### src/hdl/tmed_pkg.sv
// tmed_pkg: shared types for the trimmed median core
// holds the control bundle that the top level broadcasts to the sorting cells
// no dependencies
package tmed_pkg;

	// per-cycle control broadcast along the cell row
	typedef struct packed {
		logic ins;   // place the broadcast sample into the sorted row
		logic shl;   // move every cell one place toward cell zero
	} cell_ctrl_t;

endpackage

### src/hdl/tmed_cell.sv
// tmed_cell: one place of the insertion-sort row of the trimmed median core
// depends on tmed_pkg for the control bundle
// holds one sample and hands it to the right neighbor on insert or takes the right one on drain
module tmed_cell import tmed_pkg::*; #(
	parameter int W = 24
) (
	input  logic                clk,
	input  cell_ctrl_t          ctrl,
	input  logic signed [W-1:0] sample,
	input  logic                occupied,
	input  logic                tail,
	input  logic signed [W-1:0] left_val,
	input  logic                left_gt,
	input  logic signed [W-1:0] right_val,
	output logic signed [W-1:0] val,
	output logic                gt
);

	logic signed [W-1:0] val_q;

	// held entry is strictly larger than the new sample, so it moves right
	assign gt  = occupied && (val_q > sample);
	assign val = val_q;

	always_ff @(posedge clk) begin
		if (ctrl.shl) begin
			val_q <= right_val;
		end else if (ctrl.ins && (gt || tail)) begin
			val_q <= left_gt ? left_val : sample;
		end
	end

endmodule

### config.mk
export PLATFORM = sky130hd
export DESIGN_NAME = tmed_cell
export DESIGN_NICKNAME = d
export VERILOG_FILES = /design/src/hdl/tmed_pkg.sv /design/src/hdl/tmed_cell.sv
export SDC_FILE = /design/constraint.sdc
export NUM_CORES = 1
export LEC_CHECK = 0
export ABC_AREA = 1
export BUFFER_PORTS_ARGS = -buffer_cell sky130_fd_sc_hd__buf_2
export CAP_MARGIN = 20
export CORE_ASPECT_RATIO = 0.5
export CORE_MARGIN = 2
export CORE_UTILIZATION = 45
export DETAILED_ROUTE_END_ITERATION = 16
export GPL_ROUTABILITY_DRIVEN = 0
export HOLD_SLACK_MARGIN = 0.1
export PLACE_DENSITY = 0.8
export SLEW_MARGIN = 10
export SYNTH_ARGS = -nofsm -noshare
export SYNTH_HDL_FRONTEND = slang
export SYNTH_SLANG_ARGS = --single-unit
### constraint.sdc
create_clock -name clk -period 3.1 [get_ports clk]
set_clock_uncertainty 0.15 [all_clocks]
set_input_delay 0.155 -clock clk [delete_from_list [all_inputs] [get_ports clk]]
set_output_delay 0.155 -clock clk [all_outputs]
set_load 0.03 [all_outputs]
=== Yosys cells after proc, flatten, opt, wreduce, memory -nomap -nowiden ===
Cells that the tools add are included.

* Add/subtract/negate cells: 0
* Multipliers: 0
* Divide/modulo/power cells: 0
* Magnitude comparators: 1
* Equality and inequality tests: 0
* Shift operators: 0
* Multiplexer cells: 3
* Bitwise logic cells: 0
* Reductions and logical operators: 4

{| class="wikitable"
|+ Operators by type and width
! cell !! number
|-
| $mux W24 || 3
|-
| $gt A24 B24 Y1 || 1
|-
| $logic_and A1 B1 Y1 || 2
|-
| $reduce_bool A2 Y1 || 1
|-
| $logic_or A1 B1 Y1 || 1
|}

* Register bits: 24
* Latch bits: 0
* Memory bits (writable): 0
* ROM bits: 0
* Word-level logic and storage cells: 9
* Memories kept: 0

=== Depth between registers and ports, before layout ===
Gate-level depths: netlist (run 1).

* Depth in word-level cells: 6
* Gate-level depth with buffers: 15
* Mapped depth without buffers: 15

=== Worst setup path after synthesis (run 1) ===
Ideal clock, no wire load.

* Path type: register to register
* Start point: register val_q[23] (netlist: val[23])
* End point: register val_q[0] (netlist: val[0]), enable pin
* Arrival: 2.180 ns
* Data required time: 2.569 ns
* Slack: 0.389 ns
* Stages on the path, launching flop included: 12
* Path buffers: 0
* Period minus slack after synthesis: 2.711 ns
* Cell sequence: edfxtp_1 -> ha_1 -> nand2_1 -> nor2_2 -> nand2_2 -> nor3_2 -> nand2_1 -> nand3_1 -> nand3_2 -> nand2_1 -> nand2_1 -> nand2_1

* Cells in the longest elaborated chain, start to end: 5

{| class="wikitable"
|+ RTL lines
! item !! line !! RTL
|-
| start: declaration || tmed_cell.sv:19 || <nowiki>logic signed [W-1:0] val_q;</nowiki>
|-
| start signal: assignment || tmed_cell.sv:27 || <nowiki>val_q <= right_val;</nowiki>
|-
| start signal: assignment || tmed_cell.sv:29 || <nowiki>val_q <= left_gt ? left_val : sample;</nowiki>
|-
| $gt A24 B24 Y1 || tmed_cell.sv:22 || <nowiki>assign gt = occupied && (val_q > sample);</nowiki>
|-
| $logic_and A1 B1 Y1 || tmed_cell.sv:22 ||
|-
| $logic_or A1 B1 Y1 || tmed_cell.sv:28 || <nowiki>end else if (ctrl.ins && (gt || tail)) begin</nowiki>
|-
| $logic_and A1 B1 Y1 || tmed_cell.sv:28 ||
|-
| $reduce_bool A2 Y1 (no line) || n/a ||
|}

No other way between the ends.
A chain may end at the register's enable or synchronous reset.

=== Final worst setup path (run 1) ===
* Start point: register val_q[23] (netlist: val[23])
* End point: register val_q[6] (netlist: val[6]), enable pin

Same word-level chain as after synthesis.

==> summary.md, run 1 <==
| Metric | Value |
|---|---|
| Worst-margin pin slew | 781 ps |
| Largest register FFs | 24 |
| Hold Crit Class | in -> reg |
| DRT antenna net count | 0 |
| GRT Residual Overflow | 0 |
| Post-layout util | 0.691 |
| WP data required | 2910 ps |
| Die X | 96.7 µm |
| Achievable frequency | 0.395 GHz |
| Tmin final | 2530 ps |
| Setup Fix Bufs, Post-CTS | 0 |
| Critical path origin | val[23] |
| Inst Count DP | 379 |
| Setup slack, reg-to-reg | 570 ps |
| DRC | 0 |
| Largest incremental delay on the critical path | 390 ps |
| CP max-delay cell | edfxtp_1 |
| Tot GR Track Use | 0.220 |
| Number of cells on the worst reg-to-reg path | 12 |
| Layout Cells excl Fill | 406 |
| Wirelength per Cell | 12.5 µm |
| CP Launch Type | flip-flop |
| Yosys reg bits | 24 |
| CTS tree | done |
| Final Cell Area | 0.00277 mm² |
| Final hold slack | 101 ps |
| Unique cell type count in the Yosys netlist | 22 |
| Largest net degree at the start of global routing | 47 |
| Crit path top cell by count | nand2_1 |
| Dpl cell area | 0.00249 mm² |
| Worst skew pair latency | 270 ps |
| Vias in the first global route | 2096 |
| Critical Path Fanout Max | 13 |
| Layout area overhead | 43.1% |
| Critical Path End | val[6] |
| Syn Nets | 332 |
| CP Buf/Inv Count | 1 |
| Setup WS pre-CTS | 702 ps |
| # diodes | 0 |
| Arr. time, crit path | 2340 ps |
| Root Buffer | clkbuf_8 |
| # clock sinks | 24 |
| Total die area | 0.00487 mm² |
| Mapped Area | 0.00193 mm² |
| Reg-to-reg endpoint | val[6] |
| Die Y | 50.3 µm |
| Worst path depth | 12 |
| Number of CTS-inserted buffers | 3 |
| Clk buf depth | 2 |
| Seq/Total Area, Yosys | 0.373 |
| Power per cell area | 353 mW/mm² |
| Total power draw | 0.977 mW |
| Slew Viols, Final | 0 |
| Final Setup Violations | 0 |
| Max_cap viols | 0 |
| FF/Latch Area | 721 µm² |
| Initial Utilization | 0.483 |
| First-pass GRT wire length | 8800 µm |
| Final Hold Vio Count | 0 |
| Avg Cell Area, Syn | 8.40 µm² |
| Clk pin slew, worst setup/hold paths | 90 ps |
| Nets | 455 |
| Routed vias/inst | 4.98 |
| Final setup margin | 569 ps |
| Yosys top cell area share | 0.373 |
| Number of DRC markers in iteration 0 | 63 |
| Setup CP Type | reg -> reg |
| Worst vdd ir | 0.000176 V |
| Outcome | finished, final reports clean |
| Setup TNS | 0 ps |
| H-tree depth | 1 |
| Drt total wl | 5090 µm |
| Row cnt | 16 |
| DP HPWL | 3830 µm |
| Worst Setup End Kind | flip-flop |
| RSZ-0062 raised after global routing | false |
| DR pass1 iterations | 5 |
| Final worst-path cycle share | 0.816 |
| # IOs | 103 |
| Layout cells sized above 1 | 0.321 |
| Post-Synthesis Cells | 230 |
| Initial antenna violation count | 0 |
| LEAKAGE | 1.41 nW |
| Area of the multi-input gates | 0.00104 mm² |
| Yosys synthesis warning count | 0 |
| Port Buffers | 102 |
| Fillers | 325 |
| Slew headroom | 0.479 |
| Reg-to-Reg Start | val[23] |
| Core Area | 0.00400 mm² |
| Largest area contributor in the netlist | edfxtp_1 |
| Routed via count | 2021 |
| Area contributors post-synth | edfxtp_1 (37%), ha_1 (16%), nand2_1 (11%) |
| Critical Path, Cell by Cell | ha_1, nand2_1, nor2_2, nand2_2, nor3_2, nand2_1, nand3_1, nand3_2, nand2_1, nand2_1, nand2_1, buf_4 |
| Delay-heaviest family, CP | simple AND/OR/NAND/NOR gates |
==> final cells by class <==
type,count,share of cell area
well taps,54,0.0244
flip-flops and latches,24,0.261
repair buffers,127,0.273
clock buffers,3,0.0149
inverters,36,0.0488
multi-input cells,161,0.377
clock inverters,1,0.00136
==> cells by family (layout without fill, tap and decap cells) <==
logic type | count (synthesis) | count (layout) | synth area share
flops | 24 | 24 | 0.373
buf+inv | 45 | 167 | 0.0880
fa+ha+maj | 24 | 24 | 0.155
simple gates | 78 | 78 | 0.172
compound gates | 59 | 59 | 0.212
==> timing repair <==
action | in CTS | in global routing
resized for setup | 0 | 0
hold endpoints to repair | 23 | 0
hold buffers | 23 | 0
==> cells in the final DEF (no fill, tap or decap) <==
cell	count
buf_2	102
edfxtp_1	24
o21bai_1	1
nand2_1	58
inv_1	35
buf_4	2
nand2_2	1
nand3_1	5
dlygate4sd3_1	23
clkbuf_8	3
nor3_1	1
o211ai_1	21
ha_1	24
nor2_2	1
a21oi_1	13
nor3_2	1
nand3_2	1
a21o_1	1
a21boi_0	1
nor2_1	9
clkinv_1	1
o21a_1	22
nand3_4	1
inv_2	1
==> synthesized netlist by cell type <==
cell	n
inv_1	35
nand3_2	1
a21boi_0	1
nand3_1	5
nand3_4	1
buf_2	1
nand2_2	1
edfxtp_1	24
clkbuf_1	3
buf_1	5
nand2_1	58
o211ai_1	21
ha_1	24
o21bai_1	1
nor3_2	1
a21o_1	1
a21oi_1	13
inv_2	1
o21a_1	22
nor2_1	9
nor2_2	1
nor3_1	1
==> worst register-to-register path, stage by stage (launching register included) <==
cell,delay (ps)
edfxtp_1,390
ha_1,380
nand2_1,110
nor2_2,180
nand2_2,90
nor3_2,170
nand2_1,120
nand3_1,120
nand3_2,90
nand2_1,60
nand2_1,40
nand2_1,70
buf_4,240
==> worst min-delay path by stage <==
stage	start	end	slack, ps	depth (start not counted)
after floorplan	right_val[10]	val[10]	190	1
after global placement	right_val[12]	val[12]	280	2
after detailed placement	right_val[11]	val[11]	280	2
after CTS	right_val[22]	val[22]	110	3
after global routing	sample[23]	val[23]	130	3
final	left_val[0]	val[0]	100	3
==> report_power, final <==
group / internal [mW] / switching [mW]
Combinational: 0.156 / 0.220
Sequential: 0.398 / 0.0165
Clock: 0.0885 / 0.0982
Total: 0.643 / 0.334
==> per-layer routing <==
metal	up-vias	part of all wire	track usage
met2	62	0.49	0.413
met5	-	0	0
met1	921	0.44	0.260
met4	0	0.014	0.0563
met3	10	0.056	0.0487
li1	1028	-	-
No activity file was read; power rests on OpenSTA's default activity.
==> inputs of run 2 (changes only) <==
==> constraint.sdc (replaced) <==
create_clock -name clk -period 2.5 [get_ports clk]
set_clock_uncertainty 0.15 [all_clocks]
set_input_delay 0.125 -clock clk [delete_from_list [all_inputs] [get_ports clk]]
set_output_delay 0.125 -clock clk [all_outputs]
set_load 0.03 [all_outputs]
==> run 2 against run 1 <==
  * Sequential power rose by 24%
  * Flip-flop and latch count did not move
  * Fmax rose by 8.1%
  * Critical path type unchanged
==> summary.md, run 2 (synthesis results as in run 1) <==
| Metric | Value |
|---|---|
| Outcome | finished, final reports clean |
| Delay-heaviest family, CP | simple AND/OR/NAND/NOR gates |
| Die X | 96.7 µm |
| Die Y | 50.3 µm |
| Reg-to-reg endpoint | val[5] |
| Tmin final | 2340 ps |
| DRC | 0 |
| Final setup margin | 160 ps |
| Hold Crit Class | in -> reg |
| Total die area | 0.00487 mm² |
| Commonest non-fill, non-tap cells in the layout | buf_2 (102), nand2_1 (57), inv_1 (35) |
| Commonest non-fill, non-tap cell in the layout | buf_2 |
| Largest incremental delay on the critical path | 440 ps |
| Critical Path Fanout Max | 8 |
| Final Cell Area | 0.00280 mm² |
| LEAKAGE | 1.42 nW |
| DR pass1 iterations | 6 |
| Number of DRC markers in iteration 0 | 136 |
| Final Hold Vio Count | 0 |
| Number of CTS-inserted buffers | 3 |
| Vias in the first global route | 1891 |
| GRT Residual Overflow | 0 |
| Clk buf depth | 2 |
| Row cnt | 16 |
| Drt total wl | 5280 µm |
| Power per cell area | 437 mW/mm² |
| Largest net degree at the start of global routing | 47 |
| Worst skew pair latency | 270 ps |
| Final hold slack | 92.9 ps |
| Slew Viols, Final | 0 |
| Root Buffer | clkbuf_8 |
| Worst vdd ir | 0.000279 V |
| Setup WS pre-CTS | 73.8 ps |
| Final worst-path cycle share | 0.936 |
| Layout cells sized above 1 | 0.327 |
| Setup CP Type | reg -> reg |
| WHS Endpoint | val[22] |
| RSZ-0062 raised after global routing | true |
| Hold path startpoint | left_val[22] |
| Critical Path, Cell by Cell | ha_4, nand2_1, nor2_2, nand2_2, nor3_2, nand2_1, nand3_1, nand3_2, nand2_1, nand2_1, nand2_2, buf_4 |
| Arr. time, crit path | 2170 ps |
| Reg-to-Reg Start | val[23] |
| Final Setup Violations | 0 |
| CP Launch Type | flip-flop |
| Port Buffers | 102 |
| Routed vias/inst | 4.91 |
| Number of cells on the worst reg-to-reg path | 12 |
| # clock sinks | 24 |
| Wirelength per Cell | 13.0 µm |
| Worst-margin pin slew | 771 ps |
| Nets | 456 |
| Achievable frequency | 0.427 GHz |
| Setup slack, reg-to-reg | 160 ps |
| DP HPWL | 3870 µm |
| Tot GR Track Use | 0.211 |
| First-pass GRT wire length | 8300 µm |
| DRT antenna net count | 0 |
| Initial antenna violation count | 0 |
| # diodes | 0 |
| Dpl cell area | 0.00249 mm² |
| WP data required | 2330 ps |
| Initial Utilization | 0.483 |
| Layout area overhead | 44.6% |
| CP max-delay cell | edfxtp_1 |
| # IOs | 103 |
| Critical path origin | val[23] |
| Slew headroom | 0.486 |
| Core Area | 0.00400 mm² |
| H-tree depth | 1 |
| Crit path top cell by count | nand2_1 |
| Max_cap viols | 0 |
| Largest register FFs | 24 |
| Routed via count | 1994 |
| Clk pin slew, worst setup/hold paths | 80 ps |
| Worst Setup End Kind | flip-flop |
| Hold Path Depth | 3 |
| Setup Fix Bufs, Post-CTS | 0 |
| CP Buf/Inv Count | 1 |
| CTS tree | done |
[run 2: cell count changes in the layout (fill, tap and decap cells not counted), sizes merged]
cell	change
clkinv	-1
dlygate4sd3	+1
[run 2: through the flow]
step	instances	setup TNS (ps)	util	power (mW)
3_3_place_gp	379	0	0.623	0.944
6_report	406	0	0.698	1.22
2_1_floorplan	230	0	-	0.808
5_1_grt	406	-528	0.698	1.29
3_5_place_dp	379	0	0.623	0.959
4_1_cts	406	0	0.693	1.22
[run 2: metal layers]
layer / track usage / vias to the layer above / wire, µm
met2: 0.406 / 64 / 2710
met4: 0.0493 / 0 / 35
met3: 0.0432 / 4 / 247
met5: 0 / - / 0
li1: - / 1032 / -
met1: 0.244 / 894 / 2290
[run 2: worst max-delay path by stage]
stage | endpoint | slack, ps | cells past startpoint
detailed placement | val[0] | 70 | 14
CTS | val[1] | 60 | 14
global route | val[4] | -30 | 12
finish | val[5] | 160 | 12
global placement | val[0] | 210 | 14
floorplan | val[0] | 10 | 11
[run 2: timing repair]
item	4_1_cts	5_1_grt
hold endpoints to repair	23	0
setup endpoints to repair	0	25
resized for setup	0	3
hold buffers	24	0
[run 2: worst min-delay path: stages]
cell and delay, ps:
buf_2 70, a21oi_1 50, a21oi_1 140
[run 2: layout make-up]
| class | instances | area [µm²] |
|---|---|---|
| multi-input cells | 161 | 1060 |
| flip-flops and latches | 24 | 721 |
| inverters | 36 | 135 |
| well taps | 54 | 67.6 |
| fillers | 317 | 1210 |
| repair buffers | 128 | 773 |
| clock buffers | 3 | 41.3 |
[run 2: report_power, final]
| group | leakage (nW) | total (mW) | internal [mW] | switching, mW |
|---|---|---|---|---|
| logic | 1.16 | 0.475 | 0.200 | 0.275 |
| clock network | 0.0216 | 0.232 | 0.108 | 0.124 |
| registers | 0.238 | 0.515 | 0.494 | 0.0215 |
